File: src/design/kmaa_pkg.sv
// Shared types and constants for the k-means assign and accumulate block.
package kmaa_pkg;

    // Block dimensions.
    localparam int NUM_CLUSTERS = 4;
    localparam int MAX_POINTS   = 1048576;
    localparam int COORD_BITS   = 16;

    // Derived widths.
    localparam int LBL_W     = 2;
    localparam int CNT_W     = $clog2(MAX_POINTS + 1);
    localparam int SUM_W     = COORD_BITS + CNT_W - 1;
    localparam int DIST_W    = 2 * COORD_BITS + 1;
    localparam int CFG_IDX_W = 3;
    localparam int STEP_W    = $clog2(COORD_BITS);

    // Result kinds.
    localparam logic KIND_POINT   = 1'b0;
    localparam logic KIND_SUMMARY = 1'b1;

    // Input request payload.
    typedef struct packed {
        logic [COORD_BITS-1:0] point_x;
        logic [COORD_BITS-1:0] point_y;
        logic [LBL_W-1:0]      prev_cluster;
        logic                  last_point;
    } in_t;

    // Result request payload.
    typedef struct packed {
        logic                  kind;
        logic [LBL_W-1:0]      cluster;
        logic                  changed;
        logic [COORD_BITS-1:0] mean_x;
        logic [COORD_BITS-1:0] mean_y;
        logic [CNT_W-1:0]      member_count;
        logic                  cluster_empty;
        logic                  any_changed;
        logic                  last_result;
    } out_t;

    // Search token that walks along the cell chain.
    typedef struct packed {
        logic [COORD_BITS-1:0] px;
        logic [COORD_BITS-1:0] py;
        logic [LBL_W-1:0]      start;
        logic [LBL_W-1:0]      best;
        logic [DIST_W-1:0]     best_d;
        logic                  best_v;
    } tok_t;

    // Control from the sequencer to every cell.
    typedef struct packed {
        logic                  commit;
        logic [LBL_W-1:0]      label;
        logic [COORD_BITS-1:0] pt_x;
        logic [COORD_BITS-1:0] pt_y;
        logic                  clear;
        logic                  wr_x;
        logic                  wr_y;
        logic [COORD_BITS-1:0] wr_data;
    } cell_ctrl_t;

    // Status of one cell, read during the summary phase.
    typedef struct packed {
        logic [COORD_BITS-1:0] cen_x;
        logic [COORD_BITS-1:0] cen_y;
        logic [SUM_W-1:0]      sum_x;
        logic [SUM_W-1:0]      sum_y;
        logic [CNT_W-1:0]      count;
    } cell_stat_t;

endpackage

File: src/design/kmaa_cell.sv
// One cluster cell: centroid, distance stage, compare stage and accumulators.
module kmaa_cell (
    input  logic                    aclk,
    input  logic                    aresetn,
    input  logic [kmaa_pkg::LBL_W-1:0] cell_idx,
    input  logic                    tok_in_valid,
    input  kmaa_pkg::tok_t          tok_in,
    output logic                    tok_out_valid,
    output kmaa_pkg::tok_t          tok_out,
    input  kmaa_pkg::cell_ctrl_t    ctrl,
    output kmaa_pkg::cell_stat_t    stat
);
    import kmaa_pkg::*;

    logic [COORD_BITS-1:0]   cen_x_reg, cen_x_next;
    logic [COORD_BITS-1:0]   cen_y_reg, cen_y_next;
    logic [SUM_W-1:0]        sum_x_reg, sum_x_next;
    logic [SUM_W-1:0]        sum_y_reg, sum_y_next;
    logic [CNT_W-1:0]        count_reg, count_next;

    logic                    s1_valid_reg;
    tok_t                    s1_tok_reg;
    logic [2*COORD_BITS-1:0] sqx_reg, sqx_next;
    logic [2*COORD_BITS-1:0] sqy_reg, sqy_next;

    logic                    s2_valid_reg;
    tok_t                    s2_tok_reg, s2_tok_next;

    logic [COORD_BITS-1:0]   dx, dy;
    logic [DIST_W-1:0]       dist_sum;
    logic                    take;

    // Stage one: absolute differences and their squares.
    always_comb begin
        dx = (tok_in.px > cen_x_reg) ? (tok_in.px - cen_x_reg) : (cen_x_reg - tok_in.px);
        dy = (tok_in.py > cen_y_reg) ? (tok_in.py - cen_y_reg) : (cen_y_reg - tok_in.py);
        sqx_next = dx * dx;
        sqy_next = dy * dy;
    end

    // Stage two: squared distance and the running best. A tie keeps the
    // starting label, otherwise the lowest index with the minimum wins.
    always_comb begin
        dist_sum = {1'b0, sqx_reg} + {1'b0, sqy_reg};
        take = !s1_tok_reg.best_v || (dist_sum < s1_tok_reg.best_d) ||
               ((dist_sum == s1_tok_reg.best_d) && (s1_tok_reg.start == cell_idx));
        s2_tok_next = s1_tok_reg;
        if (take) begin
            s2_tok_next.best   = cell_idx;
            s2_tok_next.best_d = dist_sum;
            s2_tok_next.best_v = 1'b1;
        end
    end

    // Centroid writes and accumulator updates; a full count freezes the accumulators.
    always_comb begin
        cen_x_next = ctrl.wr_x ? ctrl.wr_data : cen_x_reg;
        cen_y_next = ctrl.wr_y ? ctrl.wr_data : cen_y_reg;
        sum_x_next = sum_x_reg;
        sum_y_next = sum_y_reg;
        count_next = count_reg;
        if (ctrl.clear) begin
            sum_x_next = '0;
            sum_y_next = '0;
            count_next = '0;
        end else if (ctrl.commit && (ctrl.label == cell_idx) &&
                     (count_reg < CNT_W'(MAX_POINTS))) begin
            sum_x_next = sum_x_reg + {{(SUM_W-COORD_BITS){1'b0}}, ctrl.pt_x};
            sum_y_next = sum_y_reg + {{(SUM_W-COORD_BITS){1'b0}}, ctrl.pt_y};
            count_next = count_reg + CNT_W'(1);
        end
    end

    // State and control registers.
    always_ff @(posedge aclk) begin
        if (!aresetn) begin
            cen_x_reg    <= '0;
            cen_y_reg    <= '0;
            sum_x_reg    <= '0;
            sum_y_reg    <= '0;
            count_reg    <= '0;
            s1_valid_reg <= 1'b0;
            s2_valid_reg <= 1'b0;
        end else begin
            cen_x_reg    <= cen_x_next;
            cen_y_reg    <= cen_y_next;
            sum_x_reg    <= sum_x_next;
            sum_y_reg    <= sum_y_next;
            count_reg    <= count_next;
            s1_valid_reg <= tok_in_valid;
            s2_valid_reg <= s1_valid_reg;
        end
    end

    // Token payload registers.
    always_ff @(posedge aclk) begin
        s1_tok_reg <= tok_in;
        sqx_reg    <= sqx_next;
        sqy_reg    <= sqy_next;
        s2_tok_reg <= s2_tok_next;
    end

    assign tok_out_valid = s2_valid_reg;
    assign tok_out       = s2_tok_reg;

    always_comb begin
        stat.cen_x = cen_x_reg;
        stat.cen_y = cen_y_reg;
        stat.sum_x = sum_x_reg;
        stat.sum_y = sum_y_reg;
        stat.count = count_reg;
    end

endmodule

File: config.mk
export PLATFORM = sky130hd
export DESIGN_NAME = kmaa_cell
export DESIGN_NICKNAME = d
export VERILOG_FILES = /design/src/design/kmaa_pkg.sv /design/src/design/kmaa_cell.sv
export SDC_FILE = /design/constraint.sdc
export NUM_CORES = 2
export LEC_CHECK = 0
export ABC_AREA = 1
export BUFFER_PORTS_ARGS = -buffer_cell sky130_fd_sc_hd__buf_2
export CAP_MARGIN = 10
export CORE_ASPECT_RATIO = 1.4
export CORE_MARGIN = 2
export CORE_UTILIZATION = 30
export CTS_BUF_LIST = sky130_fd_sc_hd__clkbuf_8
export CTS_CLUSTER_DIAMETER = 30
export DETAILED_ROUTE_END_ITERATION = 12
export PLACE_DENSITY = 0.56
export SLEW_MARGIN = 20
export SYNTH_ARGS = -nofsm -noshare
export SYNTH_HDL_FRONTEND = slang
export SYNTH_SLANG_ARGS = --single-unit
File: constraint.sdc
create_clock -name aclk -period 14.6 [get_ports aclk]
set_input_delay 2.19 -clock aclk [delete_from_list [all_inputs] [get_ports aclk]]
set_output_delay 2.19 -clock aclk [all_outputs]
set_load 0.05 [all_outputs]
# Word level (Yosys, flattened, before mapping)
# Cells that the tools add are included.
# totals
reg_bits	331
in_bits	129
out_inout_bits	196
elab_cells	49
# classes
n_addsub	8
multipliers	2
magnitude_cmp	4
n_eq_ne	3
muxes	3
n_bitwise	1
n_reduce_logical	7
# ops
cell	count
adder 36 x 16 -> 36 bit	2
multiplier 16 x 16 -> 32 bit	2
subtractor 16 bit	4
two-way mux 36 bit	1
adder 32 x 32 -> 33 bit	1
== test 33 bit	1
< comparator 33 bit	1
greater-than comparator 16 bit	2
two-way mux 16 bit	2
adder 21 x 1 -> 21 bit (second input constant)	1
< comparator 21 bit (second input constant)	1
== test 2 bit	2
logical AND 1 bit	3
logical OR 1 bit	2
OR reduction 2 bit	1
zero test 1 bit	1
inverter 1 bit	1

# Longest topological paths before layout
# logic_depth
ltp_word	5
mapped_depth	43
depth_no_buf	41

# Worst setup path before layout
# No wires, ideal clock.
# synth_timing
path_type	input to register
startpoint	input port tok_in[54] (netlist bit)
endpoint	register sqx_reg[24]
setup_ps	124
arrival_time_ps	8593
required_ps	14476
slack_ps	5884
path_stages	37
path_buffers	2
cell_sequence	inv_1 -> ha_1 -> fa_1 -> inv_1 -> nand3_1 -> nand2_1 -> nand2_1 -> nand2_1 -> nand2_1 -> nand2_2 -> nand2_4 -> inv_4 -> buf_6 -> nand2_1 -> nand2_2 -> buf_6 -> nor2_1 -> fa_1 -> inv_1 -> fa_1 -> inv_1 -> fa_1 -> inv_1 -> fa_1 -> inv_1 -> fa_1 -> inv_1 -> fa_1 -> inv_1 -> ha_1 -> a21oi_1 -> o21ai_0 -> a21oi_1 -> o21ai_0 -> a21boi_0 -> o21bai_1 -> xor2_1
# synth_via
elab_chain_len	3
word_cells_on_any_way	5
classes_between	2 x add/sub; 1 x mul; 1 x order compare; 1 x mux
# synth_lines
element	line_no	source
start, declared	kmaa_cell.sv:7	input kmaa_pkg::tok_t tok_in,
subtractor 16 bit or greater-than comparator 16 bit (tied branches)	kmaa_cell.sv:35	dx = (tok_in.px > cen_x_reg) ? (tok_in.px - cen_x_reg) : (cen_x_reg - tok_in.px);
two-way mux 16 bit *	kmaa_cell.sv:35	
multiplier 16 x 16 -> 32 bit *	kmaa_cell.sv:37	sqx_next = dx * dx;
net sqx_next[24]	kmaa_cell.sv:23	logic [2*COORD_BITS-1:0] sqx_reg, sqx_next;
end signal, assigned	kmaa_cell.sv:98	sqx_reg <= sqx_next;
end, declared	kmaa_cell.sv:23	
# Mark *: on every way through the listed nets, which the timed path passes. The rest lies on a longest branch.
# A chain may end at the register's enable or synchronous reset.

# Final worst setup path
# layout_timing
startpoint	input port tok_in[38] (netlist bit)
endpoint	register sqy_reg[23]
# layout_via
elab_chain_len	3
word_cells_on_any_way	5
classes_between	2 x add/sub; 1 x mul; 1 x order compare; 1 x mux
# layout_lines
element	line_no	source
subtractor 16 bit or greater-than comparator 16 bit (tied branches)	kmaa_cell.sv:36	dy = (tok_in.py > cen_y_reg) ? (tok_in.py - cen_y_reg) : (cen_y_reg - tok_in.py);
two-way mux 16 bit *	kmaa_cell.sv:36	
net dy[0]	kmaa_cell.sv:29	logic [COORD_BITS-1:0] dx, dy;
multiplier 16 x 16 -> 32 bit *	kmaa_cell.sv:38	sqy_next = dy * dy;
net sqy_next[23]	kmaa_cell.sv:24	logic [2*COORD_BITS-1:0] sqy_reg, sqy_next;
end signal, assigned	kmaa_cell.sv:99	sqy_reg <= sqy_next;
end, declared	kmaa_cell.sv:24	
# Marked as above.

==> impl_results.md <==
* Initial Util at 0.3018
* Yosys reg bits at 329
* Max Cap Viol at 0
* Yosys warns at 0
* Synth top area share at 0.2037
* GRT Util Overall at 0.1717
* Setup_tns at 0 ps
* Delay of the slowest critical-path stage at between 600 and 700 ps
* Minimum clock period at around 9300 ps
* DP Wirelength at around 80000 µm
* First-pass iteration count of the detailed router at 6
* Worst skew pair latency at 730 ps
* Clock Skew at 43.72 ps
* Fin area at about 38000 µm²
* CTS tree: done
* First DRT Iteration DRCs at ~1300
* DRC viols at 0
* Mapped Cells at between 4000 and 5000
* DRT Wirelength at roughly 96000 µm
* CTS max path bufs at 3
* # IOs at around 330
* CP bufs+invs at 8
* H-tree Lvls at 3
* Crit path required time at 15230 ps
* Worst R2R End: sqy_reg[23]
* Hold Crit Class: reg2reg
* DR WL/cell at 15.50 µm
* Area grow syn2layout at 14.93%
* Final design utilization at 0.3468
* Finished Layout Cells at slightly above 6000
* Final setup viols at 0
* Worst Tran Pin Value at 1060 ps
* Worst EP arrival at about 10000 ps
* Status: completed
* Post-route antenna net violation count at 0
* Root Buffer: clkbuf_8
* Post-synthesis cell type count at between 40 and 50
* Post-CTS setup buffers at 0
* Cells after DPL at around 6000
* Nets at between 5000 and 6000
* Max layer used: met5
* Global-route wire length before repair at ~150000 µm
* Top cells by area, synth: fa_1 20%, dfxtp_1 20%, ha_1 14%
* Clk slew on worst S/H paths at 40 ps
* Hold_sp: s1_tok_reg[53]
* FP Rows at around 140
* Mean post-synth cell area at ~7.6 µm²
* Post-synthesis sequential area ratio at 0.2013
* Final period utilization at 0.6357
* Cell area after synthesis at 32720 µm²
* Layout cells sized above 1 at 0.1202
* Vias in the first global route at about 30000
* DIE WIDTH at ~280 µm
* Core area at ~110000 µm²
* DR vias/cell at ~4.6
* Slew Viols, Final at 0
* Crit start category: input pin
* Filler cells at between 10000 and 15000
* Worst flop-to-flop path startpoint: cen_y_reg[0]
* Crit path max-delay family: adder cells
* Largest area contributor in the netlist: fa_1
* Port Buffers at between 300 and 400
* Slew margin rel. at 0.2890
* Routability cong. at approximately 0.90
* Unrepaired setup endpoints after global routing: false
* Fin. Hold Viols at 0
* Met3 WL at roughly 5300 µm
* Cells on worst reg2reg path at 27
* R2R Setup Slk at roughly 6600 ps
* Inserted Clock Buffers at 79
* Die Ht at approximately 400 µm
* End of the worst hold path: tok_out[53]
* CP endpoint kind: flop
* CTS Hold Bufs at 0
* Met1 wire length at 37750 µm
* Via count at ~28000
* Kind of critical path: in2reg
* Max FO, Critical Path at 17
* # clock sinks at roughly 330
* Initial antenna violation count at 6
* Most frequent cells in the layout: 881 x inv_1, 843 x nand2_1, 394 x nor2_1
* Largest net degree at the start of global routing at 69
* Post-CTS sizing at 0
* Hold depth at 0
* Die area at roughly 110000 µm²
* Most common cell after layout, fill and taps aside: inv_1
* WL met2 at between 40000 and 50000 µm
* Area of placed instances at about 36000 µm²
* Fmax at 107.7 MHz
* GRT Residual Overflow at 0
* Slowest stage cell, crit path: ha_1
* Synthesized net count at approximately 5100
-- cells in the mapped netlist, drive strengths merged --
library cell,instances
inv,892
nand2,882
nor2,423
ha,357
fa,333
dfxtp,329
a21oi,289
o21ai,235
nand3,149
xor2,105
xnor2,47
nor3,42
nand4,40
buf,37
clkbuf,33
o21bai,23
nor4,16
o211ai,14
a21o,13
a31oi,11
a21boi,9
nand3b,8
o21a,5
or2,5
and2,4
and3,4
o2111ai,4
nor3b,3
a211oi,2
a31o,2
clkinv,2
a221oi,1
conb,1
nand2b,1
-- how the worst max path moves through the flow --
stage,from,slack [ps],depth (start not counted),end
6_report,tok_in[38],5320,29,sqy_reg[23]
5_1_grt,tok_in[54],4830,37,sqx_reg[23]
4_1_cts,tok_in[38],5430,29,sqy_reg[23]
3_5_place_dp,tok_in[54],4630,35,sqx_reg[19]
3_3_place_gp,tok_in[38],4710,31,sqy_reg[28]
2_1_floorplan,tok_in[54],5880,37,sqx_reg[24]
-- through the flow --
step / setup WS [ps] / hold WS (ps)
3_5_place_dp: 4629 / 312.1
3_3_place_gp: 4715 / 311.0
4_1_cts: 5431 / 326.6
6_report: 5319 / 325.3
2_1_floorplan: 5884 / 309.6
5_1_grt: 4829 / 331.8
-- logic make-up (layout without fill, tap and decap cells) --
logic type	Yosys count	count (layout)	synth area share
flip-flops	329	329	0.2013
adder cells (fa/ha/maj)	690	690	0.3403
other	1	4	0.0001146
XOR/XNOR	152	152	0.04126
AO/OA/AOI/OAI	608	608	0.09985
AND/OR/NAND/NOR	1577	1577	0.2027
buffers and inverters	964	1367	0.1145
-- area by class of cell --
class                   count  area [µm²]  share of cell area
multi-input cells        3028       22400              0.5958
flip-flops and latches    329        6586              0.1752
inverters                 894        3361             0.08937
well taps                1450        1814             0.04825
repair buffers            329        1659             0.04412
clock buffers              85        1170             0.03111
clock inverters            59       601.8             0.01600
diodes                      3       7.507           0.0001996
-- per-layer routing --
layer | vias to the layer above | GRT usage
li1 | 14150 | -
met1 | 13210 | 0.1860
met2 | 754 | 0.3199
met3 | 205 | 0.03358
met4 | 8 | 0.07833
met5 | - | 0
Power is left out: the tool's default activity adds up to more than one toggle a clock period on the data nets, which glitch-free logic cannot reach.
