===== src/design/kmaa_pkg.sv =====
// Shared types and constants for the k-means assign and accumulate block.
package kmaa_pkg;

    // Block dimensions.
    localparam int NUM_CLUSTERS = 4;
    localparam int MAX_POINTS   = 1048576;
    localparam int COORD_BITS   = 16;

    // Derived widths.
    localparam int LBL_W     = 2;
    localparam int CNT_W     = $clog2(MAX_POINTS + 1);
    localparam int SUM_W     = COORD_BITS + CNT_W - 1;
    localparam int DIST_W    = 2 * COORD_BITS + 1;
    localparam int CFG_IDX_W = 3;
    localparam int STEP_W    = $clog2(COORD_BITS);

    // Result kinds.
    localparam logic KIND_POINT   = 1'b0;
    localparam logic KIND_SUMMARY = 1'b1;

    // Input request payload.
    typedef struct packed {
        logic [COORD_BITS-1:0] point_x;
        logic [COORD_BITS-1:0] point_y;
        logic [LBL_W-1:0]      prev_cluster;
        logic                  last_point;
    } in_t;

    // Result request payload.
    typedef struct packed {
        logic                  kind;
        logic [LBL_W-1:0]      cluster;
        logic                  changed;
        logic [COORD_BITS-1:0] mean_x;
        logic [COORD_BITS-1:0] mean_y;
        logic [CNT_W-1:0]      member_count;
        logic                  cluster_empty;
        logic                  any_changed;
        logic                  last_result;
    } out_t;

    // Search token that walks along the cell chain.
    typedef struct packed {
        logic [COORD_BITS-1:0] px;
        logic [COORD_BITS-1:0] py;
        logic [LBL_W-1:0]      start;
        logic [LBL_W-1:0]      best;
        logic [DIST_W-1:0]     best_d;
        logic                  best_v;
    } tok_t;

    // Control from the sequencer to every cell.
    typedef struct packed {
        logic                  commit;
        logic [LBL_W-1:0]      label;
        logic [COORD_BITS-1:0] pt_x;
        logic [COORD_BITS-1:0] pt_y;
        logic                  clear;
        logic                  wr_x;
        logic                  wr_y;
        logic [COORD_BITS-1:0] wr_data;
    } cell_ctrl_t;

    // Status of one cell, read during the summary phase.
    typedef struct packed {
        logic [COORD_BITS-1:0] cen_x;
        logic [COORD_BITS-1:0] cen_y;
        logic [SUM_W-1:0]      sum_x;
        logic [SUM_W-1:0]      sum_y;
        logic [CNT_W-1:0]      count;
    } cell_stat_t;

endpackage


===== src/design/kmaa_div.sv =====
// Restoring divider producing both mean coordinates, one quotient bit a cycle.
module kmaa_div (
    input  logic                          aclk,
    input  logic                          aresetn,
    input  logic                          start,
    input  logic [kmaa_pkg::SUM_W-1:0]    sum_x,
    input  logic [kmaa_pkg::SUM_W-1:0]    sum_y,
    input  logic [kmaa_pkg::CNT_W-1:0]    count,
    output logic                          done,
    output logic [kmaa_pkg::COORD_BITS-1:0] quot_x,
    output logic [kmaa_pkg::COORD_BITS-1:0] quot_y
);
    import kmaa_pkg::*;

    logic                  busy_reg, busy_next;
    logic                  done_reg, done_next;
    logic [STEP_W-1:0]     step_reg, step_next;
    logic [CNT_W-1:0]      rem_x_reg, rem_x_next;
    logic [CNT_W-1:0]      rem_y_reg, rem_y_next;
    logic [COORD_BITS-1:0] dvd_x_reg, dvd_x_next;
    logic [COORD_BITS-1:0] dvd_y_reg, dvd_y_next;
    logic [CNT_W-1:0]      div_reg, div_next;
    logic [CNT_W:0]        step_x, step_y;

    // One restoring step: returns the quotient bit over the new remainder.
    function automatic logic [CNT_W:0] div_step(input logic [CNT_W-1:0] rem,
                                                input logic in_bit,
                                                input logic [CNT_W-1:0] d);
        logic [CNT_W:0] trial;
        logic [CNT_W:0] diff;
        trial = {rem, in_bit};
        diff  = trial - {1'b0, d};
        if (trial >= {1'b0, d}) begin
            div_step = {1'b1, diff[CNT_W-1:0]};
        end else begin
            div_step = {1'b0, trial[CNT_W-1:0]};
        end
    endfunction

    // The high part of the sum is below the divisor, so the quotient
    // fits the coordinate width and needs one step per coordinate bit.
    always_comb begin
        step_x     = div_step(rem_x_reg, dvd_x_reg[COORD_BITS-1], div_reg);
        step_y     = div_step(rem_y_reg, dvd_y_reg[COORD_BITS-1], div_reg);
        busy_next  = busy_reg;
        done_next  = 1'b0;
        step_next  = step_reg;
        rem_x_next = rem_x_reg;
        rem_y_next = rem_y_reg;
        dvd_x_next = dvd_x_reg;
        dvd_y_next = dvd_y_reg;
        div_next   = div_reg;
        if (start) begin
            busy_next  = 1'b1;
            step_next  = STEP_W'(COORD_BITS - 1);
            rem_x_next = {1'b0, sum_x[SUM_W-1:COORD_BITS]};
            rem_y_next = {1'b0, sum_y[SUM_W-1:COORD_BITS]};
            dvd_x_next = sum_x[COORD_BITS-1:0];
            dvd_y_next = sum_y[COORD_BITS-1:0];
            div_next   = count;
        end else if (busy_reg) begin
            rem_x_next = step_x[CNT_W-1:0];
            rem_y_next = step_y[CNT_W-1:0];
            dvd_x_next = {dvd_x_reg[COORD_BITS-2:0], step_x[CNT_W]};
            dvd_y_next = {dvd_y_reg[COORD_BITS-2:0], step_y[CNT_W]};
            step_next  = step_reg - STEP_W'(1);
            if (step_reg == '0) begin
                busy_next = 1'b0;
                done_next = 1'b1;
            end
        end
    end

    // Control registers.
    always_ff @(posedge aclk) begin
        if (!aresetn) begin
            busy_reg <= 1'b0;
            done_reg <= 1'b0;
            step_reg <= '0;
        end else begin
            busy_reg <= busy_next;
            done_reg <= done_next;
            step_reg <= step_next;
        end
    end

    // Datapath registers.
    always_ff @(posedge aclk) begin
        rem_x_reg <= rem_x_next;
        rem_y_reg <= rem_y_next;
        dvd_x_reg <= dvd_x_next;
        dvd_y_reg <= dvd_y_next;
        div_reg   <= div_next;
    end

    assign done   = done_reg;
    assign quot_x = dvd_x_reg;
    assign quot_y = dvd_y_reg;

endmodule


===== config.mk =====
export PLATFORM = sky130hd
export DESIGN_NAME = kmaa_div
export DESIGN_NICKNAME = d
export VERILOG_FILES = /design/src/design/kmaa_pkg.sv /design/src/design/kmaa_div.sv
export SDC_FILE = /design/constraint.sdc
export NUM_CORES = 1
export LEC_CHECK = 0
export ABC_CLOCK_PERIOD_IN_PS = 3400
export BUFFER_PORTS_ARGS = -buffer_cell sky130_fd_sc_hd__buf_2
export CAP_MARGIN = 15
export CORE_MARGIN = 2
export CORE_UTILIZATION = 25
export CTS_CLUSTER_DIAMETER = 40
export DETAILED_ROUTE_END_ITERATION = 10
export PLACE_DENSITY = 0.45
export SLEW_MARGIN = 10
export SYNTH_ARGS = -nofsm -noshare
export SYNTH_HDL_FRONTEND = slang
export SYNTH_SLANG_ARGS = --single-unit

===== constraint.sdc =====
create_clock -name aclk -period 3.4 [get_ports aclk]
set_clock_uncertainty 0.05 [all_clocks]
set_input_delay 0.34 -clock aclk [delete_from_list [all_inputs] [get_ports aclk]]
set_output_delay 0.34 -clock aclk [all_outputs]
set_load 0.01 [all_outputs]

* Word-level counts from Yosys, hierarchy flattened
Cells that the tools add are included.
** Storage, ports and cells
- Bits of input ports :: 96
- Memories :: 0
- Output and inout port bits :: 33
- Memory bits (writable) :: 0
- ROM bits :: 0
- Bits in registers :: 101
- Word-level logic and storage cells :: 36
- Bits in latches :: 0
** Operators by class
- Bitwise logic cells :: 2
- Divide/modulo/power cells :: 0
- $mul :: 0
- $add $sub $neg :: 3
- $lt $le $gt $ge :: 2
- Shift-type cells :: 0
- Equal/unequal tests :: 0
- Reductions and logical operators :: 3
- Multiplexer cells :: 16
** Operators by type and width (number)
- 20-bit 2-to-1 mux :: 4
- 16-bit 2-to-1 mux :: 4
- 22-bit by 21-bit >= comparator with 1-bit output :: 2
- 22-bit 2-to-1 mux :: 2
- 21-bit subtractor :: 2
- 4-bit 2-to-1 mux :: 2
- 4-bit zero test :: 1
- 1-bit 2-to-1 mux :: 4
- 4-bit by 1-bit subtractor with 4-bit output (second input constant) :: 1
- 3-bit OR reduction :: 1
- 1-bit inverter :: 2
- 2-bit nonzero test :: 1

* Depth between registers and ports, before layout
Gate-level depths: netlist of run 1.
- Depth in word-level cells :: 4
- Depth in mapped cells :: 13
- Depth with buffers taken out :: 11

* Worst setup path before layout of run 1
Ideal clock, no wire load.
- Path kind :: input to register
- Start point :: input start
- End point :: register dvd_x_reg[0] (netlist: quot_x[0]), enable pin
- Data required time :: 2608 ps
- Stages on the path :: 4
- Arrival time :: 2276 ps
- Buffers on the path :: 2
- Setup time :: 742 ps
- Setup slack :: 332 ps
- Path through :: clkinv_1 > clkbuf_1 > clkbuf_1 > nand2_1
** Between the ends
- Longest elaborated chain between the ends :: 1
** RTL lines
- start, declared :: line kmaa_div.sv:5 : input logic start,
- 2-bit nonzero test (no line)
- end signal, assigned :: line kmaa_div.sv:91 : dvd_x_reg <= dvd_x_next;
- end, declared :: line kmaa_div.sv:20 : logic [COORD_BITS-1:0] dvd_x_reg, dvd_x_next;
No other way between the ends.
A chain may end at the register's enable or synchronous reset.

* Worst setup path after layout of run 1
- Start point :: register div_reg[0]
- End point :: register rem_y_reg[18], data pin
** Between the ends
- Longest elaborated chain between the ends :: 4
- Elaborated cells between the ends (all ways) :: 5
- Those cells by class :: add/sub (1); order compare (1); mux (3)
** RTL lines
- start, declared :: line kmaa_div.sv:22 : logic [CNT_W-1:0] div_reg, div_next;
- start signal, assigned :: line kmaa_div.sv:93 : div_reg <= div_next;
- 21-bit subtractor / 22-bit by 21-bit >= comparator with 1-bit output (equally long branches) :: line kmaa_div.sv:32, kmaa_div.sv:33
- 22-bit 2-to-1 mux * :: line kmaa_div.sv:33 : if (trial >= {1'b0, d}) begin
- 20-bit 2-to-1 mux * :: line kmaa_div.sv:61 : end else if (busy_reg) begin
- 20-bit 2-to-1 mux * :: line kmaa_div.sv:53 : if (start) begin
- net rem_y_next[18] :: line kmaa_div.sv:19 : logic [CNT_W-1:0] rem_y_reg, rem_y_next;
- end signal, assigned :: line kmaa_div.sv:90 : rem_y_reg <= rem_y_next;
- end, declared :: line kmaa_div.sv:19
Mark *: on every way through the listed nets, which the timed path passes. The rest lies on a longest branch. The select of a mux whose other input is x is not followed.

==> results of run 1 <==
==> logic make-up (layout without fill, tap and decap cells) <==
logic type | after synthesis | in the layout | synth area share (%)
compound gates | 190 | 190 | 18.7
simple gates | 184 | 184 | 13.4
flops | 101 | 101 | 43.7
buf+inv | 68 | 207 | 4.31
mux | 48 | 48 | 7.76
fa+ha+maj | 45 | 45 | 8.56
xor+xnor | 27 | 27 | 3.50
other cells | 0 | 1 | 0
==> routing by layer <==
layer | vias up | GRT usage [%] | part of all wire [%]
met5 | - | 0 | 0.15
met3 | 21 | 4.70 | 7.5
met1 | 2626 | 19.7 | 49
met4 | 4 | 3.56 | 1.4
met2 | 181 | 20.9 | 42
li1 | 2784 | - | -
==> metrics by stage <==
step	hold WS [ps]	worst slack [ps]
5_1_grt	76.6	83.6
3_5_place_dp	420	305
4_1_cts	77.1	293
6_report	89.4	296
2_1_floorplan	389	332
3_3_place_gp	425	318
==> worst max-delay path: stages, from the launching register on <==
cell and delay [ps]:
edfxtp_1 430, ha_1 240, fa_1 410, nor2b_1 160
o31a_1 240, o211ai_1 180, and2_1 220, a21o_1 270
buf_4 220, and3_1 180, a221o_1 250
==> worst max-delay path by stage <==
stage | cells after the start | to | from
after CTS | 10 | rem_y_reg[18] | div_reg[0]
after detailed placement | 10 | rem_y_reg[18] | div_reg[0]
final | 10 | rem_y_reg[18] | div_reg[0]
after global placement | 10 | rem_y_reg[18] | div_reg[0]
after floorplan | 4 | quot_x[0] | start
after global routing | 10 | rem_x_reg[13] | div_reg[12]
==> final cells by class <==
class,count,area share (%)
timing repair buffer,150,10.0
sequential,101,36.2
multi-input combinational,494,43.1
clock inverter,4,0.674
clock buffer,12,2.90
antenna,1,0.0306
tap,341,5.22
inverter,41,1.88
==> synthesized netlist by cell type, drive strengths merged (8+ instances only) <==
cell type	count	area, um^2
a21o	18	135
a21oi	55	279
a31oi	12	75.1
and3	11	68.8
buf	14	88.8
clkbuf	13	48.8
dfxtp	8	160
edfxtp	93	2790
ha	43	538
inv	40	150
mux2	35	394
mux2i	13	130
nand2	45	169
nand3	21	105
nor2	47	176
nor3	13	65.1
nor4	10	68.8
o21a	10	75.1
o21ai	32	160
xnor2	15	131
xor2	12	105
==> report_power, final <==
group	total, mW	switching, mW	internal [mW]
registers	1.74	0.118	1.62
clock network	1.10	0.517	0.579
logic	2.23	1.27	0.968
total	5.07	1.90	3.17
==> summary.md, run 1 <==
| Metric | Value |
|---|---|
| Status | complete, no violations |
| Most frequent cells in the layout | buf_2 (127), edfxtp_1 (93), a21oi_1 (54) |
| CTS Buf Count | 9 |
| Die area | approximately 28000 um^2 |
| Hold Path Class | in -> reg |
| CP Launch Type | flip-flop |
| Sequential cell area | a little under 3000 um^2 |
| Hold_buf cts | 0 |
| Syn Nets | between 800 and 900 |
| Post-route cell area | just over 8000 um^2 |
| Post-DP HPWL | roughly 15000 um |
| Clock tree sinks | 101 |
| FMAX | approximately 320 MHz |
| Final Cycle Share | 91.3% |
| Flop-to-flop setup slack | 300 ps |
| RSZ-0062 raised after global routing | false |
| Setup violations, final | 0 |
| CP arrival | between 3000 and 4000 ps |
| WHS Endpoint | div_reg[4] |
| Overflow after GRT | 0 |
| Synth Register Bits | 101 |
| MaxCap Viol Count | 0 |
| Clock slew at reported path FFs | roughly 80 ps |
| Multi-input logic area | around 3500 um^2 |
| Filler instances | about 2900 |
| Die X | about 170 um |
| Yosys synthesis warning count | 0 |
| DR DRC count | 0 |
| Leak | 3.41 nW |
| GPL Wtd Cong | 0.795 |
| Wire per inst | about 18 um |
| Hold depth | 1 |
| Insertion delay to the later sink of the worst-skew pair | approximately 370 ps |
| Clk buf depth | 2 |
| Crit path time final | 3100 ps |
| Clk root buf | clkbuf_16 |
| Die height | about 170 um |
| Hold Crit Start | count[4] |
| Core Area | 26700 um^2 |
| CTS tree | yes |
| R2R Path End | rem_y_reg[18] |
| DRT Pass-1 Iters | 5 |
| Ys async rst share | 0% |
| Total track usage | ~14% |
| Share of layout cells above drive strength 1 | a little over a quarter |
| Largest net degree at the start of global routing | 51 |
| Starting density of the core | about a quarter |
| # IOs | approximately 130 |
| 1st-iter DRT viols | between 300 and 400 |
| Synth cell types | 70 |
| Synthesized area per cell | 10.2 um^2 |
| Sum Neg Setup Slack | 0 ps |
| Input/output buffers | between 100 and 150 |
| Max_slew headroom | approximately three fifths |
| Vias | 5616 |
| CTS-repair resized insts | 0 |
| Commonest register cell after synthesis | edfxtp_1 |
| Power density cells | about 620 nW/um^2 |
| Drt total wl | about 20000 um |
| Vias per Instance | roughly 5 |
| Area grow syn2layout | 20.9% |
| Commonest non-fill, non-tap cell in the layout | buf_2 |
| Initial antenna violation count | 3 |
| Syn Inst Count | 663 |
| CP max FO | 10 |
| CP Capture Type | flip-flop |
| Actual slew at the worst max-slew pin | about 570 ps |
| EDFF count, synth | 93 |
| Max VDD drop | roughly 0.00037 V |
| Dpl cells | around 1100 |
| R2R Path Start | div_reg[0] |
| Critical path type | reg -> reg |
| Post-DP Area | 7870 um^2 |
| Seq/Total Area, Yosys | 43.7% |
| Final hold violation count | 0 |
| Vias in the first global route | between 5000 and 6000 |
| Final slew viol count | 0 |
| First-pass GRT wire length | roughly 31000 um |
| Post-Layout Cell Count | 1144 |
| Fin util | between 30% and 40% |
| Req. time, crit path | between 3000 and 4000 ps |
| Worst reg-to-reg path cell count | 10 |
| Row cnt | 60 |
| Mapped Area | between 6000 and 7000 um^2 |
| H-tree depth | 3 |
| Post-CTS setup buffers | 0 |
| Final net count | around 940 |
| Antenna Violating Nets Remaining | 0 |
| Pwr Total | 5.07 mW |
Note: power is estimated with default switching activity, not from simulation.
==> inputs of run 2 (changes only) <==
MAX_ROUTING_LAYER = met4   (was default)
==> summary.md, run 2 (synthesized netlist as in run 1, its figures left out) <==
| Metric | Value |
|---|---|
| Worst reg-to-reg path cell count | 10 |
| # IOs | around 130 |
| Hold depth | 1 |
| Flop-to-flop setup slack | between 200 and 300 ps |
| Insertion delay to the later sink of the worst-skew pair | ~370 ps |
| Hold Crit Start | count[4] |
| Hold_buf cts | 0 |
| Post-DP HPWL | ~15000 um |
| Critical path type | reg -> reg |
| Sw Ratio | a little under two fifths |
| Final Cycle Share | 91.6% |
| Post-CTS setup buffers | 0 |
| Drt total wl | 20100 um |
| Share of layout cells above drive strength 1 | between 20% and 30% |
| Initial antenna violation count | 3 |
| First-pass GRT wire length | between 30000 and 40000 um |
| CTS-repair resized insts | 0 |
| WHS Endpoint | div_reg[4] |
| Max_slew headroom | 61.2% |
| Sum Neg Setup Slack | 0 ps |
| CP max FO | 10 |
| GPL Wtd Cong | roughly 0.81 |
| Crit path time final | around 3100 ps |
| CP arrival | 3180 ps |
| Commonest non-fill, non-tap cell in the layout | buf_2 |
| Die area | 28400 um^2 |
| Final hold violation count | 0 |
| 1st-iter DRT viols | 376 |
| Part of the power in the clock network | between 20% and 30% |
| Largest net degree at the start of global routing | a little over 50 |
| R2R Path End | rem_y_reg[18] |
| Die X | between 150 and 200 um |
| Antenna Violating Nets Remaining | 0 |
| Clock slew at reported path FFs | roughly 80 ps |
| RSZ-0062 raised after global routing | false |
| Filler instances | around 2900 |
| Hold WS | approximately 90 ps |
| Input/output buffers | approximately 130 |
| Total track usage | roughly 15% |
| Final slew viol count | 0 |
| Multi-input logic area | roughly 3500 um^2 |
| MaxCap Viol Count | 0 |
| Hold Path Class | in -> reg |
| CTS tree | yes |
| CP Launch Type | flip-flop |
| R2R Path Start | div_reg[0] |
| Sequential cell area | roughly 3000 um^2 |
| Clk root buf | clkbuf_16 |
| Most frequent cells in the layout | buf_2 (127), edfxtp_1 (93), a21oi_1 (54) |
| Status | complete, no violations |
| Vias in the first global route | approximately 5600 |
| Actual slew at the worst max-slew pin | about 570 ps |
| DR DRC count | 0 |
| Final net count | 938 |
| Core Area | roughly 27000 um^2 |
| Starting density of the core | between 20% and 30% |
| Power density cells | 620 nW/um^2 |
| Part of the power in registers | between 30% and 40% |
| H-tree depth | 3 |
| Int Pwr | between 3 and 4 mW |
| Clock tree sinks | around 100 |
| Setup violations, final | 0 |
| Wire per inst | between 15 and 20 um |
| FMAX | roughly 320 MHz |
| DRT Pass-1 Iters | 7 |
| Req. time, crit path | between 3000 and 4000 ps |
| Clk buf depth | 2 |
| Comb power frac | approximately 44% |
| Switch Pwr | about 1.9 mW |
| Vias per Instance | between 4 and 5 |
| Overflow after GRT | 0 |
| Area grow syn2layout | 21.0% |
| CTS Buf Count | 9 |
| Vias | approximately 5600 |
| CP Capture Type | flip-flop |
| Max VDD drop | roughly 0.00037 V |
| Leak | roughly 3.4 nW |
| Die height | 168 um |
| Row cnt | 60 |
| Pwr Total | between 5 and 6 mW |
run 2: changes by cell type in the layout (fill, tap and decap cells not counted):
cell and change:
diode_2 +2
run 2: layout make-up:
| cell class | instances | share of cell area [%] |
|---|---|---|
| multi-input combinational | 494 | 43.1 |
| sequential | 101 | 36.1 |
| timing repair buffer | 150 | 10.0 |
| tap | 341 | 5.22 |
| clock buffer | 12 | 2.89 |
| inverter | 41 | 1.88 |
| clock inverter | 4 | 0.674 |
| antenna | 3 | 0.0919 |
run 2: per-stage QoR:
step / cells / util, % / worst slack, ps / instance area, um^2
2_1_floorplan: 663 / - / 332 / 6760
3_3_place_gp: 1127 / 29.5 / 318 / 7870
3_5_place_dp: 1127 / 29.5 / 305 / 7870
4_1_cts: 1143 / 30.6 / 293 / 8170
5_1_grt: 1146 / 30.6 / 83.6 / 8170
6_report: 1146 / 30.6 / 284 / 8170
run 2: worst max-delay path by stage:
stage                         end        start  depth (start not counted)  slack, ps
floorplan               quot_x[0]        start                          4        330
global placement    rem_y_reg[18]   div_reg[0]                         10        320
detailed placement  rem_y_reg[18]   div_reg[0]                         10        310
CTS                 rem_y_reg[18]   div_reg[0]                         10        290
global route        rem_x_reg[13]  div_reg[12]                         10         80
finish              rem_y_reg[18]   div_reg[0]                         10        280
run 2: per-layer routing:
metal,GRT usage (%),routed length (um)
met5,-,0
met4,3.56,289
met3,4.21,1290
met2,21.0,8380
met1,20.0,10100
run 2: worst max-delay path, stage by stage (launching register included):
cell      delay (ps)
edfxtp_1         430
ha_1             240
fa_1             410
nor2b_1          160
o31a_1           240
o211ai_1         190
and2_1           220
a21o_1           270
buf_4            230
and3_1           180
a221o_1          250
run 2: power groups by stage:
| stage | sequential [mW] | clock, mW | combinational, mW |
|---|---|---|---|
| 2_1_floorplan | 1.75 | 0 | 1.62 |
| 3_5_place_dp | 1.76 | 0 | 2.23 |
| 3_3_place_gp | 1.77 | 0 | 2.24 |
| 6_report | 1.74 | 1.10 | 2.23 |
| 4_1_cts | 1.74 | 1.13 | 2.24 |
| 5_1_grt | 1.76 | 1.17 | 2.49 |
